$ cat src/rtl/scaled_blit_source_address_gen_macros.svh
// ----------------------------------------------------------------------------
// Scaled blit source address generator: assertion macros
// Concurrent assertion helpers shared by the RTL of the block.
// ----------------------------------------------------------------------------
`ifndef SCALED_BLIT_SOURCE_ADDRESS_GEN_MACROS_SVH
`define SCALED_BLIT_SOURCE_ADDRESS_GEN_MACROS_SVH

// Consequent must hold in the same cycle as the antecedent.
`define SBAG_ASSERT_SAME(lbl, clk, rst, ante, cons) \
   lbl: assert property (@(posedge clk) disable iff (rst) (ante) |-> (cons)) \
      else $error("sbag assertion failed");

// Consequent must hold in the cycle after the antecedent.
`define SBAG_ASSERT_NEXT(lbl, clk, rst, ante, cons) \
   lbl: assert property (@(posedge clk) disable iff (rst) (ante) |=> (cons)) \
      else $error("sbag assertion failed");

`endif

$ cat src/rtl/sbag_pkg.sv
// ----------------------------------------------------------------------------
// Scaled blit source address generator package
// Widths, register map codes and the count clamp shared by the block.
// ----------------------------------------------------------------------------
`timescale 1ns / 1ps
`default_nettype none

package sbag_pkg;

   localparam int MAX_IMAGE_DIM = 4096;
   localparam int CNT_W         = $clog2(MAX_IMAGE_DIM);   // counter width
   localparam int COUNT_W       = 13;                      // count register width
   localparam int STRIDE_W      = 13;
   localparam int STEP_W        = 24;
   localparam int FRAC_W        = 16;
   localparam int INDEX_W       = 40;                      // 24.16 index
   localparam int PIXEL_W       = 24;
   localparam int WHOLE_W       = STEP_W + 1 - FRAC_W;     // whole rows per step
   localparam int PROD_W        = WHOLE_W + STRIDE_W;
   localparam int MIRROR_W      = 2;

   localparam int CSR_ADDR_W    = 6;
   localparam int CSR_DATA_W    = 64;

   typedef enum logic [2:0] {
      REG_ROW_STRIDE   = 3'd0,
      REG_COLUMN_STEP  = 3'd1,
      REG_ROW_STEP     = 3'd2,
      REG_START_INDEX  = 3'd3,
      REG_START_FRAC   = 3'd4,
      REG_COLUMNS      = 3'd5,
      REG_ROWS         = 3'd6,
      REG_MIRROR_MODE  = 3'd7
   } csr_index_type;

   localparam logic [STRIDE_W-1:0] ROW_STRIDE_RESET  = STRIDE_W'(1);
   localparam logic [STEP_W-1:0]   COLUMN_STEP_RESET = STEP_W'(65536);
   localparam logic [STEP_W-1:0]   ROW_STEP_RESET    = STEP_W'(65536);
   localparam logic [COUNT_W-1:0]  COUNT_RESET       = COUNT_W'(1);

   localparam int MIRROR_H_BIT = 0;
   localparam int MIRROR_V_BIT = 1;

   // Map a count register to the last counter position: zero acts as one,
   // anything above the maximum acts as the maximum.
   function automatic logic [CNT_W-1:0] count_limit(input logic [COUNT_W-1:0] v);
      logic [COUNT_W-1:0] c;
      begin
         if (v == '0) begin
            c = COUNT_W'(1);
         end else if (v > COUNT_W'(MAX_IMAGE_DIM)) begin
            c = COUNT_W'(MAX_IMAGE_DIM);
         end else begin
            c = v;
         end
         count_limit = CNT_W'(c - COUNT_W'(1));
      end
   endfunction

endpackage

`default_nettype wire

$ cat src/rtl/sbag_req_if.sv
// ----------------------------------------------------------------------------
// Request channel interface
// Valid/ready channel carrying the rewind flag of one request transaction.
// ----------------------------------------------------------------------------
`timescale 1ns / 1ps
`default_nettype none

interface sbag_req_if;
   logic valid;
   logic ready;
   logic rewind;

   modport source (output valid, output rewind, input ready);
   modport sink   (input valid, input rewind, output ready);
endinterface

`default_nettype wire

$ cat src/rtl/sbag_rsp_if.sv
// ----------------------------------------------------------------------------
// Response channel interface
// Valid/ready channel carrying one source pixel address transaction.
// ----------------------------------------------------------------------------
`timescale 1ns / 1ps
`default_nettype none

interface sbag_rsp_if import sbag_pkg::*; ();
   logic               valid;
   logic               ready;
   logic [PIXEL_W-1:0] pixel_index;
   logic               row_end;
   logic               last;

   modport source (output valid, output pixel_index, output row_end, output last,
                   input ready);
   modport sink   (input valid, input pixel_index, input row_end, input last,
                   output ready);
endinterface

`default_nettype wire

$ cat src/rtl/scaled_blit_source_address_gen.sv
// ----------------------------------------------------------------------------
// Scaled blit source address generator
// Nearest-neighbor source pixel index walker for a scaled, mirrored blit.
// ----------------------------------------------------------------------------
// Usage:
//   req_chan  - one transaction per destination pixel; rewind=1 restarts the
//               scan at the region start before the address is produced.
//   rsp_chan  - one transaction per request: integer source pixel index plus
//               row_end and last marks.
//   APB port  - eight registers at byte address 8*i, 64-bit data. Program
//               them only while no request is in flight; new start values
//               apply at the next rewind or after the region wraps.
// Latency: a response is valid the cycle after its request is accepted.
// Throughput: one transaction per clock while rsp_chan.ready stays high. The walk
//   state is updated in the accept cycle, so the next request sees it at once;
//   the path is one 9x13 multiply and a 40-bit add, feeding the walk state registers.
// Reset: registers take their reset values and the scan sits at the start.
// Stall: the response register holds while rsp_chan.ready is low, and
//   req_chan.ready drops until the response is taken (it stays high when the
//   response leaves in the same cycle).
// ----------------------------------------------------------------------------
`timescale 1ns / 1ps
`default_nettype none
`include "scaled_blit_source_address_gen_macros.svh"

module scaled_blit_source_address_gen
   import sbag_pkg::*;
(
   input  wire logic                  clock,
   input  wire logic                  reset,
   sbag_req_if.sink                   req_chan,
   sbag_rsp_if.source                 rsp_chan,
   input  wire logic                  psel,
   input  wire logic                  penable,
   input  wire logic                  pwrite,
   input  wire logic [CSR_ADDR_W-1:0] paddr,
   input  wire logic [CSR_DATA_W-1:0] pwdata,
   output      logic [CSR_DATA_W-1:0] prdata,
   output      logic                  pready
);

   // ------------------------------------------------------------------
   // Configuration registers
   // ------------------------------------------------------------------
   logic [STRIDE_W-1:0] row_stride_ff;
   logic [STEP_W-1:0]   column_step_ff;
   logic [STEP_W-1:0]   row_step_ff;
   logic [INDEX_W-1:0]  start_index_ff;
   logic [FRAC_W-1:0]   start_frac_ff;
   logic [COUNT_W-1:0]  columns_ff;
   logic [COUNT_W-1:0]  rows_ff;
   logic [MIRROR_W-1:0] mirror_mode_ff;

   csr_index_type       csr_sel;
   logic                csr_write;

   assign pready    = 1'b1;
   assign csr_sel   = csr_index_type'(paddr[CSR_ADDR_W-1:3]);
   assign csr_write = psel && penable && pwrite && pready;

   always_ff @(posedge clock) begin
      if (reset) begin
         row_stride_ff  <= ROW_STRIDE_RESET;
         column_step_ff <= COLUMN_STEP_RESET;
         row_step_ff    <= ROW_STEP_RESET;
         start_index_ff <= '0;
         start_frac_ff  <= '0;
         columns_ff     <= COUNT_RESET;
         rows_ff        <= COUNT_RESET;
         mirror_mode_ff <= '0;
      end else if (csr_write) begin
         case (csr_sel)
            REG_ROW_STRIDE:  row_stride_ff  <= pwdata[STRIDE_W-1:0];
            REG_COLUMN_STEP: column_step_ff <= pwdata[STEP_W-1:0];
            REG_ROW_STEP:    row_step_ff    <= pwdata[STEP_W-1:0];
            REG_START_INDEX: start_index_ff <= pwdata[INDEX_W-1:0];
            REG_START_FRAC:  start_frac_ff  <= pwdata[FRAC_W-1:0];
            REG_COLUMNS:     columns_ff     <= pwdata[COUNT_W-1:0];
            REG_ROWS:        rows_ff        <= pwdata[COUNT_W-1:0];
            REG_MIRROR_MODE: mirror_mode_ff <= pwdata[MIRROR_W-1:0];
            default: ;
         endcase
      end
   end

   // Read back: zero-extend the selected register.
   always_comb begin
      case (csr_sel)
         REG_ROW_STRIDE:  prdata = CSR_DATA_W'(row_stride_ff);
         REG_COLUMN_STEP: prdata = CSR_DATA_W'(column_step_ff);
         REG_ROW_STEP:    prdata = CSR_DATA_W'(row_step_ff);
         REG_START_INDEX: prdata = CSR_DATA_W'(start_index_ff);
         REG_START_FRAC:  prdata = CSR_DATA_W'(start_frac_ff);
         REG_COLUMNS:     prdata = CSR_DATA_W'(columns_ff);
         REG_ROWS:        prdata = CSR_DATA_W'(rows_ff);
         REG_MIRROR_MODE: prdata = CSR_DATA_W'(mirror_mode_ff);
         default:         prdata = '0;
      endcase
   end

   // ------------------------------------------------------------------
   // Walk state
   // ------------------------------------------------------------------
   logic [INDEX_W-1:0] index_acc_ff,  index_acc_in;
   logic [INDEX_W-1:0] row_start_ff,  row_start_in;
   logic [FRAC_W-1:0]  row_frac_ff,   row_frac_in;
   logic [CNT_W-1:0]   col_cnt_ff,    col_cnt_in;
   logic [CNT_W-1:0]   row_cnt_ff,    row_cnt_in;

   // Response register
   logic               rsp_valid_ff;
   logic [PIXEL_W-1:0] rsp_pixel_ff;
   logic               rsp_row_end_ff;
   logic               rsp_last_ff;

   logic               req_accept;

   // Current position, after an optional rewind
   logic [INDEX_W-1:0] cur_index;
   logic [INDEX_W-1:0] cur_row_start;
   logic [FRAC_W-1:0]  cur_frac;
   logic [CNT_W-1:0]   cur_col;
   logic [CNT_W-1:0]   cur_row;

   logic [CNT_W-1:0]   col_limit;
   logic [CNT_W-1:0]   row_limit;
   logic               row_end_c;
   logic               last_c;

   logic [STEP_W:0]    frac_sum;
   logic [WHOLE_W-1:0] whole_rows;
   logic [PROD_W-1:0]  row_product;
   logic [INDEX_W-1:0] row_delta;
   logic [INDEX_W-1:0] row_start_next;
   logic [INDEX_W-1:0] index_next;

   // Accept a request when the response slot is empty or draining now.
   assign req_chan.ready = !rsp_valid_ff || rsp_chan.ready;
   assign req_accept     = req_chan.valid && req_chan.ready;

   assign col_limit = count_limit(columns_ff);
   assign row_limit = count_limit(rows_ff);

   always_comb begin
      if (req_chan.rewind) begin
         cur_index     = start_index_ff;
         cur_row_start = start_index_ff;
         cur_frac      = start_frac_ff;
         cur_col       = '0;
         cur_row       = '0;
      end else begin
         cur_index     = index_acc_ff;
         cur_row_start = row_start_ff;
         cur_frac      = row_frac_ff;
         cur_col       = col_cnt_ff;
         cur_row       = row_cnt_ff;
      end
   end

   // A counter at or past its limit counts as the end (limits may be lowered).
   assign row_end_c = cur_col >= col_limit;
   assign last_c    = row_end_c && (cur_row >= row_limit);

   // Row advance: whole source rows crossed times the stride, in 24.16.
   assign frac_sum    = {{(STEP_W + 1 - FRAC_W){1'b0}}, cur_frac} + {1'b0, row_step_ff};
   assign whole_rows  = frac_sum[STEP_W:FRAC_W];
   assign row_product = PROD_W'(whole_rows) * PROD_W'(row_stride_ff);
   assign row_delta   = {{(INDEX_W - PROD_W - FRAC_W){1'b0}}, row_product, {FRAC_W{1'b0}}};

   assign row_start_next = mirror_mode_ff[MIRROR_V_BIT] ? (cur_row_start - row_delta)
                                                        : (cur_row_start + row_delta);
   assign index_next     = mirror_mode_ff[MIRROR_H_BIT]
                           ? (cur_index - INDEX_W'(column_step_ff))
                           : (cur_index + INDEX_W'(column_step_ff));

   always_comb begin
      index_acc_in = cur_index;
      row_start_in = cur_row_start;
      row_frac_in  = cur_frac;
      col_cnt_in   = cur_col;
      row_cnt_in   = cur_row;
      if (last_c) begin
         // Wrap: go back to the region start.
         index_acc_in = start_index_ff;
         row_start_in = start_index_ff;
         row_frac_in  = start_frac_ff;
         col_cnt_in   = '0;
         row_cnt_in   = '0;
      end else if (row_end_c) begin
         row_frac_in  = frac_sum[FRAC_W-1:0];
         row_start_in = row_start_next;
         index_acc_in = row_start_next;
         col_cnt_in   = '0;
         row_cnt_in   = cur_row + CNT_W'(1);
      end else begin
         index_acc_in = index_next;
         col_cnt_in   = cur_col + CNT_W'(1);
      end
   end

   // Advance the walk and the response valid on accept; drop valid when taken.
   always_ff @(posedge clock) begin
      if (reset) begin
         index_acc_ff <= '0;
         row_start_ff <= '0;
         row_frac_ff  <= '0;
         col_cnt_ff   <= '0;
         row_cnt_ff   <= '0;
         rsp_valid_ff <= 1'b0;
      end else begin
         if (req_accept) begin
            index_acc_ff <= index_acc_in;
            row_start_ff <= row_start_in;
            row_frac_ff  <= row_frac_in;
            col_cnt_ff   <= col_cnt_in;
            row_cnt_ff   <= row_cnt_in;
            rsp_valid_ff <= 1'b1;
         end else if (rsp_chan.ready) begin
            rsp_valid_ff <= 1'b0;
         end
      end
   end

   // Response payload: load on accept, hold otherwise.
   always_ff @(posedge clock) begin
      if (req_accept) begin
         rsp_pixel_ff   <= cur_index[INDEX_W-1:FRAC_W];
         rsp_row_end_ff <= row_end_c;
         rsp_last_ff    <= last_c;
      end
   end

   assign rsp_chan.valid       = rsp_valid_ff;
   assign rsp_chan.pixel_index = rsp_pixel_ff;
   assign rsp_chan.row_end     = rsp_row_end_ff;
   assign rsp_chan.last        = rsp_last_ff;

   // ------------------------------------------------------------------
   // Assertions
   // ------------------------------------------------------------------
   `SBAG_ASSERT_SAME(a_last_ends_row, clock, reset, rsp_valid_ff && rsp_last_ff, rsp_row_end_ff)
   `SBAG_ASSERT_NEXT(a_wrap_clears, clock, reset, req_accept && last_c,
                     (col_cnt_ff == '0) && (row_cnt_ff == '0))
   `SBAG_ASSERT_NEXT(a_row_return, clock, reset, req_accept && row_end_c && !last_c,
                     (index_acc_ff == row_start_ff) && (col_cnt_ff == '0))
   `SBAG_ASSERT_NEXT(a_col_advance, clock, reset, req_accept && !row_end_c,
                     (col_cnt_ff != '0) && $stable(row_cnt_ff) || $past(req_chan.rewind))

endmodule

`default_nettype wire
$ cat src/flat_wrapper.sv
// flat-port wrapper written by rule: the top's interface ports become plain ports
module scaled_blit_source_address_gen_flat import sbag_pkg::*;
  (clock, reset, psel, penable, pwrite, paddr, pwdata, prdata, pready, req_chan_valid, req_chan_rewind, req_chan_ready, rsp_chan_valid, rsp_chan_pixel_index, rsp_chan_row_end, rsp_chan_last, rsp_chan_ready);
  sbag_req_if req_chan_i ();
  sbag_rsp_if rsp_chan_i ();
  input  wire logic clock;
  input  wire logic reset;
  input  wire logic psel;
  input  wire logic penable;
  input  wire logic pwrite;
  input  wire logic [CSR_ADDR_W-1:0] paddr;
  input  wire logic [CSR_DATA_W-1:0] pwdata;
  output      logic [CSR_DATA_W-1:0] prdata;
  output      logic pready;
  input wire logic [$bits(req_chan_i.valid)-1:0] req_chan_valid;
  input wire logic [$bits(req_chan_i.rewind)-1:0] req_chan_rewind;
  output wire logic [$bits(req_chan_i.ready)-1:0] req_chan_ready;
  output wire logic [$bits(rsp_chan_i.valid)-1:0] rsp_chan_valid;
  output wire logic [$bits(rsp_chan_i.pixel_index)-1:0] rsp_chan_pixel_index;
  output wire logic [$bits(rsp_chan_i.row_end)-1:0] rsp_chan_row_end;
  output wire logic [$bits(rsp_chan_i.last)-1:0] rsp_chan_last;
  input wire logic [$bits(rsp_chan_i.ready)-1:0] rsp_chan_ready;
  assign req_chan_i.valid = req_chan_valid;
  assign req_chan_i.rewind = req_chan_rewind;
  assign req_chan_ready = req_chan_i.ready;
  assign rsp_chan_valid = rsp_chan_i.valid;
  assign rsp_chan_pixel_index = rsp_chan_i.pixel_index;
  assign rsp_chan_row_end = rsp_chan_i.row_end;
  assign rsp_chan_last = rsp_chan_i.last;
  assign rsp_chan_i.ready = rsp_chan_ready;
  scaled_blit_source_address_gen u_core (.clock(clock), .reset(reset), .req_chan(req_chan_i), .rsp_chan(rsp_chan_i), .psel(psel), .penable(penable), .pwrite(pwrite), .paddr(paddr), .pwdata(pwdata), .prdata(prdata), .pready(pready));
endmodule
$ cat config.mk
export PLATFORM = sky130hd
export DESIGN_NAME = scaled_blit_source_address_gen_flat
export DESIGN_NICKNAME = d
export VERILOG_FILES = /design/src/rtl/sbag_pkg.sv /design/src/rtl/sbag_req_if.sv /design/src/rtl/sbag_rsp_if.sv /design/src/rtl/scaled_blit_source_address_gen.sv /design/src/flat_wrapper.sv
export VERILOG_INCLUDE_DIRS = /design/src /design/src/rtl
export SDC_FILE = /design/constraint.sdc
export NUM_CORES = 1
export LEC_CHECK = 0
export ABC_AREA = 0
export BUFFER_PORTS_ARGS = -buffer_cell sky130_fd_sc_hd__buf_2
export CAP_MARGIN = 0
export CORE_UTILIZATION = 45
export CTS_CLUSTER_DIAMETER = 40
export DETAILED_ROUTE_END_ITERATION = 12
export PLACE_DENSITY = 0.62
export SKIP_CTS_REPAIR_TIMING = 1
export SYNTH_ARGS = -nofsm -noshare
export SYNTH_HDL_FRONTEND = slang
export SYNTH_SLANG_ARGS = --single-unit
$ cat constraint.sdc
create_clock -name clock -period 19.9 [get_ports clock]
set_clock_uncertainty 0.2 [all_clocks]
set_input_delay 1.99 -clock clock [delete_from_list [all_inputs] [get_ports clock]]
set_output_delay 1.99 -clock clock [all_outputs]
set_load 0.01 [all_outputs]
==> impl_metrics.py, run 1 <==
metrics = {
    "cts": {
        "cts_buffers": 56,
        "root_buffer": "clkbuf_16",
        "clock_latency_ns": 0.64,
        "clk_pin_slew_ns": 0.06,
        "cts_tree": "done",
        "htree_num_levels": 2,
        "cts_sinks": 292,
        "clk_path_buf_depth": 3,
    },
    "yosys": {
        "synth_seq_cells": 292,
        "synth_compound_area_share_pct": 21.77,
        "synth_enable_flop_cells": 26,
        "synth_top_family_by_area": "compound AO/OA/AOI/OAI gates",
        "synthArstFlopShare_pct": 0,
        "synth_warnings": 0,
        "synth_xor_area_share_pct": 4.665,
        "yosysSeqAreaShare_pct": 25.02,
        "synthCells": 3174,
        "syn_area_per_cell_sq_um": 7.689,
        "synthAdderAreaFrac_pct": 14.33,
        "synthFlopType": "dfxtp_1",
        "synth_cell_types": 88,
        "synthSimpleGateAreaFrac_pct": 21.17,
        "syn_area_sq_um": 24400,
        "synth.area.mux_share_pct": 6.147,
    },
    "route": {
        "drtPass1Iterations": 6,
        "drc": 0,
        "ant_nets": 0,
        "vias": 23140,
        "drt-total-wl_microns": 78530,
        "routedWlPerCell_microns": 20.06,
        "avgViaCountPerCell": 5.913,
        "first_iter_violations": 1738,
    },
    "worst_hold_path": {
        "holdCritPathClass": "flop to flop",
    },
    "critical_path": {
        "cp_max_fo": 69,
        "worstPathRequired_ns": 20.12,
        "cp_slowest_stage_delay_ns": 0.96,
        "crit_type": "primary input to flop",
        "critPathLaunchType": "primary input",
        "worstSetupEndpointType": "flop",
        "cp.arrival_ns": 13.78,
        "critPathSlowestCell": "a21boi_0",
    },
    "die": {
        "die_w_microns": 234.9,
        "io_pins": 171,
        "dieArea_sq_um": 55170,
        "initial_core_util_pct": 45.98,
        "die_h_microns": 234.9,
        "rows": 84,
        "core_area_sq_um": 53080,
    },
    "finish": {
        "final_layout_size_suffix_gt1_share_pct": 12.06,
        "nets": 3491,
        "n_antenna_cell": 0,
        "finish.utilization_pct": 51.53,
        "n_fill_cell": 5052,
        "areaGrowthSynthToFinish_pct": 12.06,
    },
    "grt": {
        "grt_usage_pct": 27.96,
        "grt_max_degree": 90,
        "grt_pass1_vias": 22820,
        "grt_pass1_wl_microns": 123700,
        "antenna_found_initial": 1,
        "grt-ovfl-total": 0,
    },
    "sta": {
        "setup_viol": 0,
        "tns_ns": 0,
        "relSlewSlack_pct": 11.35,
        "drv_slew": 0,
        "timing.final.crit_share_pct": 68.13,
        "fmax_ghz": 0.07376,
        "rsz0062_at_grt": "no",
        "min_period_ns": 13.56,
        "worst_slew_pin_slew_ns": 1.320,
        "hold_viol_final": 0,
    },
    "status": {
        "status": "finished, final reports clean",
    },
    "pwr": {
        "p_leak_nw": 11.38,
        "power_density_nw_per_um2": 71.25,
        "ir_worst_vdd_mv": 0.07714,
    },
    "place": {
        "dp_hpwl_microns": 57290,
        "gp_congestion": 0.9298,
        "io_buffers": 118,
    },
    "flow_run": {
        "maxCapViolations": 0,
    },
}
[synthesized netlist by cell type (7+ instances only)]
master	number	area (sq um)
a211o_1	16	140.1
a211oi_1	21	157.7
a21o_1	54	405.4
a21oi_1	335	1677
a221oi_1	13	113.9
a22oi_1	13	97.59
a311o_1	8	80.08
a31oi_1	28	175.2
and2_1	56	350.3
and3_1	27	168.9
buf_1	23	86.33
buf_2	9	45.04
buf_4	25	187.7
clkbuf_1	164	615.6
dfxtp_1	266	5325
edfxtp_1	26	780.8
fa_1	81	1622
ha_1	150	1877
inv_1	194	728.2
mux2_2	75	844.6
mux2i_1	43	430.4
mux4_2	10	225.2
nand2_1	527	1978
nand2b_1	32	200.2
nand3_1	68	340.3
nand3b_1	13	97.59
nand4_1	16	100.1
nor2_1	171	641.9
nor2b_1	76	475.5
nor3_1	56	280.3
nor4_1	16	100.1
o211ai_1	43	322.8
o21a_1	25	187.7
o21ai_0	179	895.9
o21ai_1	9	45.04
o21bai_1	8	60.06
o22ai_1	7	43.79
o31ai_1	8	60.06
or2_2	17	106.4
or3_1	20	125.1
xnor2_1	92	805.8
xor2_1	38	332.8
[path summary, 6_finish.rpt]
kind,startpoint,slack [ns],endpoint,cells past startpoint
worst max-delay path,req_chan_rewind,6.34,u_core.row_start_ff[39]$_SDFFE_PP0P_,43
worst min-delay path,u_core.col_cnt_ff[11]$_SDFFE_PP0P_,0.25,u_core.col_cnt_ff[11]$_SDFFE_PP0P_,2
worst min register to register,u_core.col_cnt_ff[11]$_SDFFE_PP0P_,0.25,u_core.col_cnt_ff[11]$_SDFFE_PP0P_,2
worst max register to register,u_core.start_frac_ff[1]$_SDFFE_PP0P_,8.22,u_core.row_start_ff[39]$_SDFFE_PP0P_,42
[critical path, delay by kind of cell]
family	cells	cell delay [ns]
xor gates and xnor gates	2	0.49
and+or+nand+nor	7	1.33
muxes	1	0.39
buffers and inverters	5	0.90
adders and majority gates	7	3.12
AOI/OAI and AO/OA	21	5.45
[cell usage in the layout, fill, tap and decap left out, types with 55 or more instances in the layout]
cell       count
o21ai_0      179
nor2b_1       76
clkbuf_16     58
mux2_2        75
ha_1         150
inv_1        193
dfxtp_1      266
fa_1          81
a21oi_1      334
and2_1        55
nand2_1      526
xnor2_1       92
buf_2        116
nor2_1       170
nand3_1       68
[state kept, by name, indices dropped and copies added (netlist names)]
signal                       count
u_core.col_cnt_ff               12
u_core.column_step_ff           24
u_core.columns_ff               13
u_core.index_acc_ff             40
u_core.mirror_mode_ff            2
u_core.row_cnt_ff               12
u_core.row_frac_ff              16
u_core.row_start_ff             40
u_core.row_step_ff              24
u_core.row_stride_ff            13
u_core.rows_ff                  13
u_core.rsp_chan.last             1
u_core.rsp_chan.pixel_index     24
u_core.rsp_chan.row_end          1
u_core.rsp_chan.valid            1
u_core.start_frac_ff            16
u_core.start_index_ff           40
[through the flow]
| step | area [sq um] | hold WS [ns] | setup WS, ns | instances | power [mW] |
|---|---|---|---|---|---|
| 3_3_place_gp | 25280 | 0.2324 | 6.158 | 3812 | 0.9226 |
| 4_1_cts | 27350 | 0.2482 | 6.529 | 3914 | 1.959 |
| 5_1_grt | 27350 | 0.2659 | 5.532 | 3914 | 2.018 |
| 3_5_place_dp | 25280 | 0.2402 | 5.993 | 3812 | 0.9289 |
| 6_report | 27350 | 0.2465 | 6.342 | 3914 | 1.949 |
| 2_1_floorplan | 24490 | 0.2212 | 7.434 | 3197 | 0.8441 |
[layout make-up]
cell class	instances	area [sq um]	share of cell area, %
Multi-Input combinational cell	2487	16750	61.24
Tap cell	688	860.8	3.148
Timing Repair Buffer	149	832.0	3.042
Clock buffer	66	1531	5.600
Sequential cell	292	6106	22.33
Inverter	196	738.2	2.699
Clock inverter	36	533.0	1.949
[metal layers]
metal	routed length (microns)	up-vias	track usage, %
met4	3389	2	12.80
met1	32990	11170	34.88
met2	37450	772	47.84
met3	4687	176	3.759
met5	11	-	0
li1	-	11030	-
[report_power, final]
group	leakage [nW]	total, mW	internal, mW	switching, mW
Combinational	7.99	0.295	0.0991	0.196
Sequential	2.41	0.626	0.615	0.0115
Clock	0.983	1.03	0.672	0.355
[cell families (layout without fill, tap and decap cells)]
kind of cell	Yosys count	count (layout)
other cells	2	25
xor+xnor	130	130
simple gates	1119	1119
buf+inv	418	447
fa+ha+maj	231	231
mux	128	128
compound gates	854	854
flops	292	292
(Power assumes the default switching activity.)
==> run 2, diff against run 1 <==
--- a/config.mk
+++ b/config.mk
@@ -6,13 +6,13 @@
 export SDC_FILE = /design/constraint.sdc
 export NUM_CORES = 1
 export LEC_CHECK = 0
-export ABC_AREA = 0
+export ABC_AREA = 1
 export BUFFER_PORTS_ARGS = -buffer_cell sky130_fd_sc_hd__buf_2
 export CAP_MARGIN = 0
 export CORE_UTILIZATION = 45
 export CTS_CLUSTER_DIAMETER = 40
 export DETAILED_ROUTE_END_ITERATION = 12
-export PLACE_DENSITY = 0.62
+export PLACE_DENSITY = 0.65
 export SKIP_CTS_REPAIR_TIMING = 1
 export SYNTH_ARGS = -nofsm -noshare
 export SYNTH_HDL_FRONTEND = slang
==> constraint.sdc (replaced) <==
create_clock -name clock -period 11.9 [get_ports clock]
set_clock_uncertainty 0.2 [all_clocks]
set_input_delay 1.19 -clock clock [delete_from_list [all_inputs] [get_ports clock]]
set_output_delay 1.19 -clock clock [all_outputs]
set_load 0.01 [all_outputs]
==> run 2 against run 1 <==
Compared with the run above: die area decreased by 0.34%; sequential share of layout area increased by 0.051 points; synthesized cell count increased by 16%; final area decreased by 0.23%; critical endpoint is now u_core.index_acc_ff[38]$_SDFFE_PP0P_; highest routed layer is now met4.
==> impl_metrics.py, run 2 <==
metrics = {
    "cts": {
        "htree_num_levels": 2,
        "clk_path_buf_depth": 3,
        "root_buffer": "clkbuf_16",
        "clk_pin_slew_ns": 0.05,
        "cts_tree": "done",
        "cts_sinks": 292,
        "cts_buffers": 57,
        "clock_latency_ns": 0.63,
    },
    "critical_path": {
        "worstSetupEndpointType": "flop",
        "critPathSlowestCell": "o21ai_0",
        "cp.arrival_ns": 10.67,
        "worstPathRequired_ns": 12.22,
        "crit_type": "primary input to flop",
        "cp_slowest_stage_delay_ns": 0.56,
        "critPathLaunchType": "primary input",
        "cp_max_fo": 38,
        "crit_top_cell": "nand2_1",
        "rr_worst_depth": 50,
    },
    "place": {
        "place_inst": 4355,
        "dp_hpwl_microns": 58460,
        "io_buffers": 118,
        "gp_congestion": 0.9559,
        "placed_cell_area_sq_um": 25320,
        "place_ws_ns": 1.083,
    },
    "die": {
        "io_pins": 171,
        "die_h_microns": 234.5,
        "rows": 84,
        "die_w_microns": 234.5,
        "dieArea_sq_um": 54980,
        "initial_core_util_pct": 45.91,
        "core_area_sq_um": 52970,
    },
    "worst_hold_path": {
        "holdPathStages": 2,
        "holdCritPathClass": "flop to flop",
    },
    "route": {
        "avgViaCountPerCell": 5.448,
        "wl_met2_microns": 33030,
        "wl_met3_microns": 6252,
        "vias": 24310,
        "wl_met1_microns": 36690,
        "drtPass1Iterations": 6,
        "drt-total-wl_microns": 78260,
        "top_layer": "met4",
        "drc": 0,
        "ant_nets": 0,
        "routedWlPerCell_microns": 17.54,
        "first_iter_violations": 2150,
    },
    "yosys": {
        "yosysSeqAreaShare_pct": 25.11,
        "synthArstFlopShare_pct": 0,
        "synth_seq_cells": 292,
        "yosysTopAreaCellShare_pct": 21.90,
        "synthAdderAreaFrac_pct": 14.38,
        "synthFlopType": "dfxtp_1",
        "yosys-top-cells-area": "dfxtp_1 22%, nand2_1 13%, inv_1 7.8%, ha_1 7.7%, o21ai_0 7.1%",
        "synth_cell_types": 67,
        "synth_enable_flop_cells": 26,
        "synth.area.mux_share_pct": 0,
        "synthSimpleGateAreaFrac_pct": 25.07,
        "yosys-top-cells-count": "827 x nand2_1, 508 x inv_1, 396 x nor2_1, 346 x o21ai_0, 302 x a21oi_1",
        "synthCells": 3669,
        "synth_compound_area_share_pct": 19.72,
        "synth_xor_area_share_pct": 4.357,
        "yosys.area.top_type": "dfxtp_1",
        "synth_warnings": 0,
        "syn_area_per_cell_sq_um": 6.629,
        "syn_area_sq_um": 24320,
        "synth_top_family_by_area": "simple AND/OR/NAND/NOR gates",
        "synth.most_common_cell": "nand2_1",
    },
    "pwr": {
        "power_density_nw_per_um2": 125.6,
        "ir_worst_vdd_mv": 0.1153,
        "p_leak_nw": 13.20,
        "power_mw": 3.426,
    },
    "sta": {
        "timing.final.crit_share_pct": 86.98,
        "drv_slew": 0,
        "min_period_ns": 10.35,
        "worst_slack_ns": 1.550,
        "fmax_ghz": 0.09662,
        "hold_viol_final": 0,
        "setup_viol": 0,
        "tns_ns": 0,
        "relSlewSlack_pct": 21.27,
        "worst_slew_pin_slew_ns": 1.179,
        "rsz0062_at_grt": "no",
    },
    "finish": {
        "n_fill_cell": 5501,
        "final_common_cell": "nand2_1",
        "layout_common_cells": "825 x nand2_1, 507 x inv_1, 396 x nor2_1",
        "nets": 4035,
        "final_cell_count_no_fill": 4462,
        "n_antenna_cell": 0,
        "stdcell_area_sq_um": 27290,
        "final_layout_size_suffix_gt1_share_pct": 9.089,
        "top_regs": "u_core.index_acc_ff x40, u_core.row_start_ff x40, u_core.start_index_ff x40",
        "areaGrowthSynthToFinish_pct": 12.19,
    },
    "grt": {
        "antenna_found_initial": 0,
        "grt_max_degree": 118,
        "grt_pass1_wl_microns": 122400,
        "grt_usage_pct": 28.38,
        "grt_pass1_vias": 22260,
        "grt-ovfl-total": 0,
    },
    "flow_run": {
        "maxCapViolations": 0,
    },
    "status": {
        "status": "finished, final reports clean",
    },
}
run 2: cell types whose count changed after synthesis, sizes merged, moves of 54 or more:
| cell | before | now |
|---|---|---|
| and2 | 57 | 3 |
| clkbuf | 165 | 111 |
| nand2 | 528 | 844 |
| xor2 | 38 | 92 |
| xnor2 | 92 | 29 |
| o21ai | 189 | 365 |
| nor2b | 77 | 0 |
| inv | 196 | 526 |
| mux2 | 75 | 0 |
| nor2 | 171 | 414 |
run 2: worst max-delay path, delay by kind of cell:
kind	cells	cell delay, ns
xor gates and xnor gates	1	0.17
AOI/OAI and AO/OA	14	2.51
buffers and inverters	10	1.30
and+or+nand+nor	19	2.40
adders and majority gates	7	3.08
run 2: path summary, 6_finish.rpt:
check	from	endpoint	slack (ns)
setup / recovery	req_chan_rewind	u_core.index_acc_ff[38]$_SDFFE_PP0P_	1.55
hold / removal	u_core.row_cnt_ff[10]$_SDFFE_PP0P_	u_core.row_cnt_ff[10]$_SDFFE_PP0P_	0.26
setup reg to reg	u_core.start_frac_ff[1]$_SDFFE_PP0P_	u_core.index_acc_ff[38]$_SDFFE_PP0P_	2.44
hold reg to reg	u_core.row_cnt_ff[10]$_SDFFE_PP0P_	u_core.row_cnt_ff[10]$_SDFFE_PP0P_	0.26
run 2: metal layers:
layer	vias up	global-route usage, %
met4	0	9.113
met3	144	4.530
met1	11230	40.85
met5	-	0
met2	914	43.01
li1	12020	-
run 2: logic make-up (layout without fill, tap and decap cells):
| kind of cell | count (synthesis) | count (layout) |
|---|---|---|
| other | 2 | 25 |
| adder cells (fa/ha/maj) | 231 | 231 |
| XOR/XNOR | 121 | 121 |
| flip-flops | 292 | 292 |
| AND/OR/NAND/NOR | 1482 | 1482 |
| buffers and inverters | 698 | 780 |
| AO/OA/AOI/OAI | 843 | 843 |
run 2: per-stage QoR:
stage | utilization, % | hold WS [ns]
floorplan | - | 0.2374
detailed placement | 47.80 | 0.2559
global route | 51.51 | 0.2858
finish | 51.51 | 0.2642
global placement | 47.80 | 0.2527
CTS | 51.51 | 0.2634
run 2: where the power goes:
| part | switching [mW] | internal (mW) |
|---|---|---|
| Sequential | 0.0241 | 1.04 |
| Combinational | 0.521 | 0.194 |
| Clock | 0.627 | 1.02 |
run 2: layout make-up:
class                      count  area, sq um  area share (%)
multi-input combinational   2702        15570           57.08
tap                          688        860.8           3.155
timing repair buffer         142        773.2           2.834
clock buffer                  68         1550           5.681
sequential                   292         6106           22.38
inverter                     531         2006           7.350
clock inverter                39        416.7           1.527
